File: src/rtl/pfr_pkg.sv
// shared constants, widths and types of the page framebuffer refresh block
package pfr_pkg;

  localparam int COLUMNS   = 128;
  localparam int PAGES     = 8;
  localparam int ROWS      = PAGES * 8;
  localparam int SEG_LEN   = COLUMNS + 3;
  localparam int DEPTH     = COLUMNS * PAGES;
  localparam int ADDR_W    = $clog2(DEPTH);
  localparam int COL_W     = $clog2(COLUMNS);
  localparam int PAGE_W    = (PAGES > 1) ? $clog2(PAGES) : 1;
  localparam int OFF_W     = $clog2(SEG_LEN);
  localparam int CMD_BYTES = 3;

  // action codes carried in tuser
  localparam logic [1:0] ACT_DRAW    = 2'd0;
  localparam logic [1:0] ACT_CLEAR   = 2'd1;
  localparam logic [1:0] ACT_REFRESH = 2'd2;

  // panel commands that open each page
  localparam logic [7:0] CMD_PAGE_BASE = 8'hB0;
  localparam logic [7:0] CMD_COL_LO    = 8'h00;
  localparam logic [7:0] CMD_COL_HI    = 8'h10;

  // current refresh position as seen by the controller
  typedef struct packed {
    logic              is_data;
    logic              frame_end;
    logic [7:0]        cmd_byte;
    logic [ADDR_W-1:0] addr;
  } seq_t;

endpackage

File: src/rtl/pfr_seq.sv
// refresh position counter: page and offset within the page segment
module pfr_seq (
  input  logic          clk_i,
  input  logic          rst_ni,
  input  logic          advance_i,
  output pfr_pkg::seq_t seq_o
);

  logic [pfr_pkg::PAGE_W-1:0] page_q, page_d;
  logic [pfr_pkg::OFF_W-1:0]  off_q, off_d;
  logic                       seg_end;
  logic                       last_page;
  logic [pfr_pkg::COL_W-1:0]  col;

  assign seg_end   = (off_q == pfr_pkg::OFF_W'(pfr_pkg::SEG_LEN - 1));
  assign last_page = (page_q == pfr_pkg::PAGE_W'(pfr_pkg::PAGES - 1));
  assign col       = pfr_pkg::COL_W'(off_q - pfr_pkg::OFF_W'(pfr_pkg::CMD_BYTES));

  always_comb begin
    page_d = page_q;
    off_d  = off_q;
    if (advance_i) begin
      if (seg_end) begin
        off_d  = '0;
        page_d = last_page ? '0 : pfr_pkg::PAGE_W'(page_q + 1'b1);
      end else begin
        off_d = pfr_pkg::OFF_W'(off_q + 1'b1);
      end
    end
  end

  always_ff @(posedge clk_i or negedge rst_ni) begin
    if (!rst_ni) begin
      page_q <= '0;
      off_q  <= '0;
    end else begin
      page_q <= page_d;
      off_q  <= off_d;
    end
  end

  always_comb begin
    seq_o.is_data   = (off_q >= pfr_pkg::OFF_W'(pfr_pkg::CMD_BYTES));
    seq_o.frame_end = seg_end && last_page;
    seq_o.addr      = pfr_pkg::ADDR_W'(pfr_pkg::ADDR_W'(col) * pfr_pkg::ADDR_W'(pfr_pkg::PAGES)
                      + pfr_pkg::ADDR_W'(page_q));
    case (off_q)
      pfr_pkg::OFF_W'(0): seq_o.cmd_byte = 8'(pfr_pkg::CMD_PAGE_BASE + 8'(page_q));
      pfr_pkg::OFF_W'(1): seq_o.cmd_byte = pfr_pkg::CMD_COL_LO;
      pfr_pkg::OFF_W'(2): seq_o.cmd_byte = pfr_pkg::CMD_COL_HI;
      default:            seq_o.cmd_byte = 8'h00;
    endcase
  end

endmodule

File: config.mk
export PLATFORM = sky130hd
export DESIGN_NAME = pfr_seq
export DESIGN_NICKNAME = d
export VERILOG_FILES = /design/src/rtl/pfr_pkg.sv /design/src/rtl/pfr_seq.sv
export SDC_FILE = /design/constraint.sdc
export NUM_CORES = 1
export LEC_CHECK = 0
export ABC_AREA = 1
export BUFFER_PORTS_ARGS = -buffer_cell sky130_fd_sc_hd__clkbuf_2
export CELL_PAD_IN_SITES_DETAIL_PLACEMENT = 0
export CELL_PAD_IN_SITES_GLOBAL_PLACEMENT = 1
export CORE_UTILIZATION = 32
export DETAILED_ROUTE_END_ITERATION = 8
export PLACE_DENSITY = 0.72
export SLEW_MARGIN = 20
export SYNTH_ARGS = -nofsm -noshare
export SYNTH_HDL_FRONTEND = slang
export SYNTH_SLANG_ARGS = --single-unit
File: constraint.sdc
create_clock -name clk_i -period 1.2 [get_ports clk_i]
set_input_delay 0.24 -clock clk_i [delete_from_list [all_inputs] [get_ports clk_i]]
set_output_delay 0.24 -clock clk_i [all_outputs]
set_load 0.05 [all_outputs]
# After elaboration in Yosys (flattened, before gate mapping)
# Cells that the tools add are included.
# totals
reg_bits	11
latchBits	0
mem_bits_rw	0
mem_bits_ro	0
inputBits	3
output_inout_bits	20
wordCells	17
mem_count	0
# op_classes
addsub	5
multipliers	0
n_div	0
order_cmp	1
eq_ne	3
shift	0
n_mux	3
bitwise	0
n_reduce_logical	3
# op_table
operator	count
8-bit case mux with 2 select lines	1
10-bit by 3-bit adder with 10-bit output	1
8-bit by 1-bit adder with 8-bit output (second input constant)	1
8-bit by 3-bit adder with 8-bit output (first input constant)	1
8-bit by 2-bit equality test with 1-bit output (second input constant)	1
8-bit equality test (second input constant)	1
8-bit by 2-bit >= comparator with 1-bit output (second input constant)	1
8-bit logical NOT	1
8-bit 2-to-1 mux	1
7-bit by 2-bit subtractor with 7-bit output (second input constant)	1
3-bit by 1-bit adder with 3-bit output (second input constant)	1
3-bit equality test (second input constant)	1
3-bit 2-to-1 mux	1
2-bit AND reduction	1
1-bit logical AND	1

# Logic depth before layout (Yosys ltp)
# Gate-level depths: netlist (run 1).
# depth
depth_word	2
ltp_mapped	7
depth_no_buf	7

# Worst setup path before layout (run 1)
# OpenSTA, ideal clock, no wires.
# synth_path
path_kind	register to output
from	register off_q[0] (netlist name)
to	output port seq_o[18] (netlist name)
arrival_time_ps	2168
required_time_ps	960
setup_slack_ps	-1208
stages_incl_launch_ff	5
n_path_buf	0
cell_sequence	dfrtp_1 -> inv_1 -> ha_1 -> nand2_1 -> nor3_1
# synth_rtl
element	line	text
start: declaration	pfr_seq.sv:10	logic [pfr_pkg::OFF_W-1:0] off_q, off_d;
start signal: assignment	pfr_seq.sv:35	off_q <= '0;
start signal: assignment	pfr_seq.sv:38	off_q <= off_d;
end: declaration	pfr_seq.sv:6	output pfr_pkg::seq_t seq_o

==> impl_metrics.json, run 1 <==
{
  "avgSynthCellArea_um2": 7.44,
  "rsz0062_at_grt": "true",
  "ys_seq_elements": 11,
  "cts_root_buffer": "clkbuf_4",
  "required_ns": 0.96,
  "grt_pass1_wl_mm": 4.35,
  "fin_nets": 195,
  "antenna_cells": 0,
  "violations": "setup timing",
  "grt_overflow": 0,
  "timing.final.hold_violations": 0,
  "synthDistinctLibCells": 26,
  "post-route-period-util": 1.50,
  "track_usage": 0.221,
  "h-tree-depth": 1,
  "ir_drop_uv": 2370,
  "die_h_um": 53.0,
  "yosysWarningCount": 0,
  "ios": 23,
  "final.setup.worst_slack_ns": -0.602,
  "final_antenna_net_count": 0,
  "grt_pass1_vias": 970,
  "ys_seq_area_frac": 0.330,
  "fillerInstances": 142,
  "cap_violations": 0,
  "cts_buffers": 3,
  "setup-violations-final": 28,
  "min_path_type": "input pin to flop",
  "clkLatencyLatePin_ns": 0.27,
  "drt_iter0_markers": 11,
  "antenna_found_initial": 0,
  "tritoncts": "yes",
  "fmax_mhz": 555,
  "finalPower_uw": 4080,
  "initial_core_util": 0.336,
  "cts_buffer_depth": 2,
  "p_per_area_nw_per_um2": 1980,
  "clock-sinks": 11,
  "netlist_area_um2": 833,
  "fin_crit_ns": 1.80,
  "skew_ns": 0.000965,
  "dp_hpwl_mm": 1.74,
  "clkTransAtPathRegs_ns": 0.08,
  "leakagePower_uw": 0.000975,
  "drc": 0,
  "start_kind": "flop",
  "final_cell_mix": "buf_4, buf_6, nand2_1",
  "via_count": 1008,
  "grt_max_degree": 12,
  "layout_commonest_cell": "buf_4",
  "area_delta_synth_final_pct": 148,
  "vias_per_cell": 4.67,
  "rows": 18,
  "wl_per_cell_um": 15.0,
  "ff_latch_area_um2": 277,
  "first_pass_iters": 4,
  "path_class": "flop to primary output",
  "die_area_um2": 2810,
  "crit_fanout": 5,
  "dp.cells": 190,
  "gp_congestion": 0.812,
  "wl_mm": 3.24,
  "drive_above_1_share": 0.742,
  "core_um2": 2480,
  "multi_input_area_um2": 769,
  "netlist_instances": 112,
  "die_w_um": 53.0,
  "port_buffers": 20,
  "outcome": "finished with violations",
  "maxSlewViolCount": 0,
  "arrival_ns": 1.56,
  "end_kind": "primary output",
  "stdcell_count": 216
}
timing repair:
item	4_1_cts	5_1_grt
resized for setup	88	34
hold buffers	1	0
pin swaps	27	26
endpoints found under the setup margin	27	29
setup buffers	12	12
gates cloned	0	0
hold endpoints to repair	11	0
layout make-up:
cell class,count,share of cell area
repair buffers,74,0.418
inverters,20,0.0448
well taps,30,0.0182
multi-input cells,77,0.373
flip-flops and latches,11,0.134
clock buffers,4,0.0127
stage by stage:
step           hold WS (ns)   util  setup WS, ns  setup TNS (ns)  instance area, um2
2_1_floorplan       -0.0556      -        -0.637           -6.40                 976
3_3_place_gp          0.146  0.541        -0.350           -5.03                1340
3_5_place_dp          0.151  0.541        -0.378           -5.77                1340
4_1_cts               0.315  0.757        -0.623           -8.81                1870
5_1_grt               0.321  0.834        -0.670          -11.45                2070
6_report              0.316  0.834        -0.602           -9.83                2070
worst paths after layout:
kind | cells after the start | from | slack, ns | to
max in group asynchronous | 2 | rst_ni | 0.53 | off_q[0]
min | 3 | advance_i | 0.32 | page_q[2]
max | 6 | off_q[4] | -0.60 | seq_o[10]
max reg2reg | 8 | off_q[1] | -0.31 | off_q[4]
min in group asynchronous | 2 | rst_ni | 0.40 | off_q[3]
min reg2reg | 2 | off_q[4] | 0.63 | off_q[4]
sequential cells by signal (all words and copies together), names as in the netlist:
name	flops
off_q	8
page_q	3
per-layer routing:
| metal | vias up | track usage | share of wire |
|---|---|---|---|
| met5 | - | 0 | 0 |
| met4 | 0 | 0.0702 | 0.021 |
| met3 | 6 | 0.0431 | 0.029 |
| met2 | 25 | 0.420 | 0.57 |
| met1 | 495 | 0.240 | 0.38 |
| li1 | 482 | - | - |
where the power goes:
part           switching (uW)  internal [uW]
sequential               75.5            438
clock                     138            129
combinational            1670           1630
total                    1890           2200
synth_stat cells (all sizes together):
master   n  area (um2)
o21ai    2        10.0
conb     1        3.75
o22ai    2        12.5
a21oi    2        10.0
xor2     4        35.0
ha       5        62.6
buf      5        35.0
nand3    8        50.1
nor3     4        36.3
o21bai   1        7.51
nor2    14        81.3
nand2   32         128
clkinv   2        12.5
nand4    1        6.26
inv     18        67.6
dfrtp   11         275
critical path: stages (launching register included):
cell	delay, ns
dfrtp_1	0.41
inv_2	0.09
nand2_4	0.06
nor3_4	0.22
nand3_4	0.18
nor2_2	0.17
buf_8	0.16
cells by family (layout without fill, tap and decap cells):
logic type      after synthesis  count (layout)  share of synthesized area
compound gates                7               7                     0.0480
xor+xnor                      4               4                     0.0420
fa+ha+maj                     5               5                     0.0751
buf+inv                      25              98                      0.138
flops                        11              11                      0.330
other cells                   1               2                    0.00450
simple gates                 59              59                      0.362
No activity file was read; power rests on OpenSTA's default activity.
==> run 2, diff against run 1 <==
==> constraint.sdc (replaced) <==
create_clock -name clk_i -period 1.2 [get_ports clk_i]
set_input_delay 0.24 -clock clk_i [delete_from_list [all_inputs] [get_ports clk_i]]
set_output_delay 0.24 -clock clk_i [all_outputs]
set_load 0.1 [all_outputs]
==> impl_metrics.json, run 2 (same netlist as run 1, synthesis figures left out) <==
{
  "outcome": "finished with violations",
  "violations": "setup timing",
  "largest_reg_flops": 8,
  "tritoncts": "yes",
  "rows": 18,
  "clkLatencyLatePin_ns": 0.28,
  "vias_per_cell": 4.40,
  "p_int_uw": 2040,
  "final_cell_mix": "buf_4, nand2_1, buf_12",
  "cts_root_buffer": "clkbuf_4",
  "timing.final.hold_violations": 0,
  "leakagePower_uw": 0.000873,
  "fin_crit_ns": 1.83,
  "rrSetupSlack_ns": -0.17,
  "stdcell_count": 205,
  "min_path_type": "input pin to flop",
  "fin_util": 0.777,
  "drc": 0,
  "r2r_cells": 8,
  "top_regs": "off_q x8, page_q x3",
  "die_area_um2": 2810,
  "antenna_found_initial": 0,
  "area_delta_synth_final_pct": 131,
  "ir_drop_uv": 2950,
  "r2r-start": "off_q[0]",
  "clock-sinks": 11,
  "p_clk_frac": 0.063,
  "gp_congestion": 0.787,
  "end_kind": "primary output",
  "final_antenna_net_count": 0,
  "layout_commonest_cell": "buf_4",
  "cts_buffers": 3,
  "cap_violations": 0,
  "antenna_cells": 0,
  "swShare": 0.531,
  "skew_ns": 0.00255,
  "endpoint": "seq_o[17]",
  "post-route-period-util": 1.53,
  "wl_mm": 2.65,
  "setup-violations-final": 27,
  "core_um2": 2480,
  "arrival_ns": 1.59,
  "finalPower_uw": 4350,
  "drive_above_1_share": 0.703,
  "netSwitchingPower_uw": 2310,
  "grt_pass1_vias": 919,
  "die_h_um": 53.0,
  "track_usage": 0.211,
  "regMostFlops": "off_q",
  "wl_per_cell_um": 12.9,
  "pwr-share-seq": 0.118,
  "maxSlewViolCount": 0,
  "startpoint": "off_q[0]",
  "grt_pass1_wl_mm": 4.09,
  "dp.cells": 187,
  "die_w_um": 53.0,
  "fillerInstances": 163,
  "grt_max_degree": 12,
  "final.setup.worst_slack_ns": -0.632,
  "finalSetupTns_ns": -9.26,
  "p_per_area_nw_per_um2": 2260,
  "h-tree-depth": 1,
  "ios": 23,
  "via_count": 901,
  "start_kind": "flop",
  "required_ns": 0.96,
  "worstReg2RegEnd": "page_q[0]",
  "fin_nets": 184,
  "crit_fanout": 5,
  "initial_core_util": 0.336,
  "first_pass_iters": 3,
  "port_buffers": 20,
  "path_class": "flop to primary output",
  "clkTransAtPathRegs_ns": 0.08,
  "pwr-share-comb": 0.819,
  "fmax_mhz": 546,
  "grt_overflow": 0,
  "dp_hpwl_mm": 1.77,
  "drt_iter0_markers": 4,
  "rsz0062_at_grt": "true",
  "cts_buffer_depth": 2
}
[run 2: routing by layer]
layer  vias up  part of all wire  track usage
li1        466                 -            -
met2        17              0.55        0.392
met1       414              0.41        0.237
met3         4             0.024       0.0374
met5         -                 0            0
met4         0             0.014       0.0702
[run 2: power groups by stage]
stage          sequential [uW]  clock (uW)  combinational, uW
6_report                   514         273               3570
5_1_grt                    524         290               3740
4_1_cts                    511         272               3400
3_5_place_dp               518           0               2960
3_3_place_gp               514           0               2930
2_1_floorplan              512           0               1930
[run 2: through the flow]
step	setup WS [ns]	hold WS (ns)	cell area (um2)
3_5_place_dp	-0.386	0.148	1590
3_3_place_gp	-0.363	0.142	1590
4_1_cts	-0.623	0.330	1840
6_report	-0.632	0.320	1930
2_1_floorplan	-1.23	-0.0556	1010
5_1_grt	-0.691	0.334	1930
[run 2: timing repair]
action | CTS | global route
buffers inserted | 10 | 4
gates resized for setup | 36 | 17
gates cloned | 0 | 0
setup endpoints to repair | 27 | 28
hold endpoints to repair | 11 | 0
pin swaps | 13 | 10
hold buffers | 1 | 0
[run 2: area by class of cell]
class,count,area [um2],area share
tap,30,37.5,0.0195
timing repair buffer,63,749,0.389
clock buffer,4,26.3,0.0136
multi-input combinational,77,734,0.381
sequential,11,280,0.146
inverter,20,97.6,0.0507
[run 2: worst max-delay path, cell delays in order (launching register included)]
cell and delay [ns]:
dfrtp_1 0.42, clkinvlp_4 0.18, ha_4 0.19, nand3_4 0.15, clkinvlp_4 0.17, buf_12 0.19
[run 2: worst min path at each step]
stage | from | endpoint | slack [ns] | depth (start not counted)
2_1_floorplan | rst_ni | off_q[0] | -0.06 | 0
3_3_place_gp | rst_ni | off_q[3] | 0.14 | 1
3_5_place_dp | rst_ni | off_q[3] | 0.15 | 1
4_1_cts | advance_i | off_q[2] | 0.33 | 2
5_1_grt | advance_i | off_q[2] | 0.33 | 2
6_report | advance_i | off_q[2] | 0.32 | 2
==> run 3, diff against run 2 <==
- ABC_CLOCK_PERIOD_IN_PS: unset -> 1200
- GPL_TIMING_DRIVEN: unset -> 0
==> impl_metrics.json, run 3 (same netlist as run 1, synthesis figures left out) <==
{
  "die_area_um2": 2810,
  "maxSlewViolCount": 0,
  "cp_num_cells": 6,
  "timing.final.hold_violations": 0,
  "startpoint": "off_q[0]",
  "path_cells": "clkinvlp_4, ha_4, nand3_4, clkinvlp_4, buf_12, clkbuf_16",
  "worstReg2RegEnd": "page_q[2]",
  "rsz0062_at_grt": "true",
  "placed_cell_area_um2": 1140,
  "cts_buffers": 3,
  "rows": 18,
  "clkLatencyLatePin_ns": 0.28,
  "gp_congestion": 0.731,
  "regMostFlops": "off_q",
  "fin_nets": 166,
  "critical-path-top-delay-family": "buffers and inverters",
  "r2r-start": "off_q[0]",
  "core_um2": 2480,
  "r2r_cells": 8,
  "skew_ns": 0.00949,
  "via_count": 848,
  "rrSetupSlack_ns": -0.23,
  "top_regs": "off_q x8, page_q x3",
  "h-tree-depth": 1,
  "drt_iter0_markers": 5,
  "first_pass_iters": 4,
  "area_delta_synth_final_pct": 114,
  "end_kind": "primary output",
  "final_antenna_net_count": 0,
  "cts_root_buffer": "clkbuf_4",
  "cp_common_cell": "clkinvlp_4",
  "grt_pass1_wl_mm": 3.77,
  "die_h_um": 53.0,
  "initial_core_util": 0.336,
  "post-route-period-util": 1.56,
  "wl_per_cell_um": 13.0,
  "antenna_cells": 0,
  "leakagePower_uw": 0.000811,
  "path_class": "flop to primary output",
  "ir_drop_uv": 2850,
  "clock-sinks": 11,
  "fmax_mhz": 533,
  "port_buffers": 19,
  "final_cell_mix": "nand2_1, buf_4, clkbuf_16",
  "cp_num_buf_inv": 4,
  "cap_violations": 0,
  "fin_crit_ns": 1.88,
  "min_path_type": "input pin to flop",
  "critPathMaxStageDelay_ns": 0.44,
  "die_w_um": 53.0,
  "dp_hpwl_mm": 1.39,
  "endpoint": "seq_o[17]",
  "arrival_ns": 1.64,
  "wl_mm": 2.44,
  "tritoncts": "yes",
  "layout_commonest_cell": "nand2_1",
  "grt_pass1_vias": 860,
  "violations": "setup timing",
  "p_per_area_nw_per_um2": 2230,
  "outcome": "finished with violations",
  "grt_overflow": 0,
  "largest_reg_flops": 8,
  "cts_buffer_depth": 2,
  "required_ns": 0.96,
  "track_usage": 0.192,
  "slowest_stage": "dfrtp_2",
  "fillerInstances": 190,
  "ios": 23,
  "setup-violations-final": 22,
  "final.setup.worst_slack_ns": -0.676,
  "grt_max_degree": 12,
  "drc": 0,
  "start_kind": "flop",
  "crit_fanout": 5,
  "clkTransAtPathRegs_ns": 0.08,
  "hold_path_depth": 3,
  "antenna_found_initial": 0,
  "drive_above_1_share": 0.656,
  "finalSetupTns_ns": -9.85,
  "design_area_um2": 1790,
  "fin_util": 0.721,
  "vias_per_cell": 4.53
}
[run 3: cell type report]
type | count | area (um2) | area share
Buffer | 5 | 51.3 | 0.0287
Clock buffer | 4 | 26.3 | 0.0147
Inverter | 20 | 96.3 | 0.0539
Multi-Input combinational cell | 77 | 701 | 0.392
Sequential cell | 11 | 283 | 0.158
Tap cell | 30 | 37.5 | 0.0210
Timing Repair Buffer | 40 | 592 | 0.331
[run 3: what timing repair did]
item | 4_1_cts | 5_1_grt
endpoints found under the hold margin | 11 | 0
gates resized for setup | 73 | 23
buffers inserted | 8 | 12
hold buffers | 1 | 0
setup endpoints to repair | 27 | 25
pin swaps | 11 | 11
[run 3: worst min path at each step]
stage               slack (ns)       end      start
global placement          0.15  off_q[4]     rst_ni
floorplan                -0.06  off_q[0]     rst_ni
global route              0.36  off_q[2]  advance_i
CTS                       0.30  off_q[1]  advance_i
finish                    0.34  off_q[0]  advance_i
detailed placement        0.14  off_q[5]     rst_ni
[run 3: tightest hold or removal path: cells and delay by family]
family	cells	cell delay [ns]
buf+inv	1	0.18
compound gates	1	0.06
simple gates	1	0.09
[run 3: report_power, final]
part / switching (uW) / internal, uW
combinational: 1940 / 1240
sequential: 94.6 / 443
clock: 139 / 129
[run 3: through the flow]
step	hold WS [ns]	setup slack [ns]	cells	total power [uW]
2_1_floorplan	-0.0556	-1.23	113	2440
3_3_place_gp	0.148	-0.847	162	2610
3_5_place_dp	0.141	-0.883	162	2630
4_1_cts	0.302	-0.735	175	3770
5_1_grt	0.364	-0.753	187	4160
6_report	0.335	-0.676	187	3990
[run 3: per-layer routing]
metal  vias up  GRT usage  share of wire
met5         -          0              0
met4         0     0.0526         0.0033
met3         2     0.0546          0.024
met2        15      0.333           0.54
met1       403      0.227           0.44
li1        428          -              -
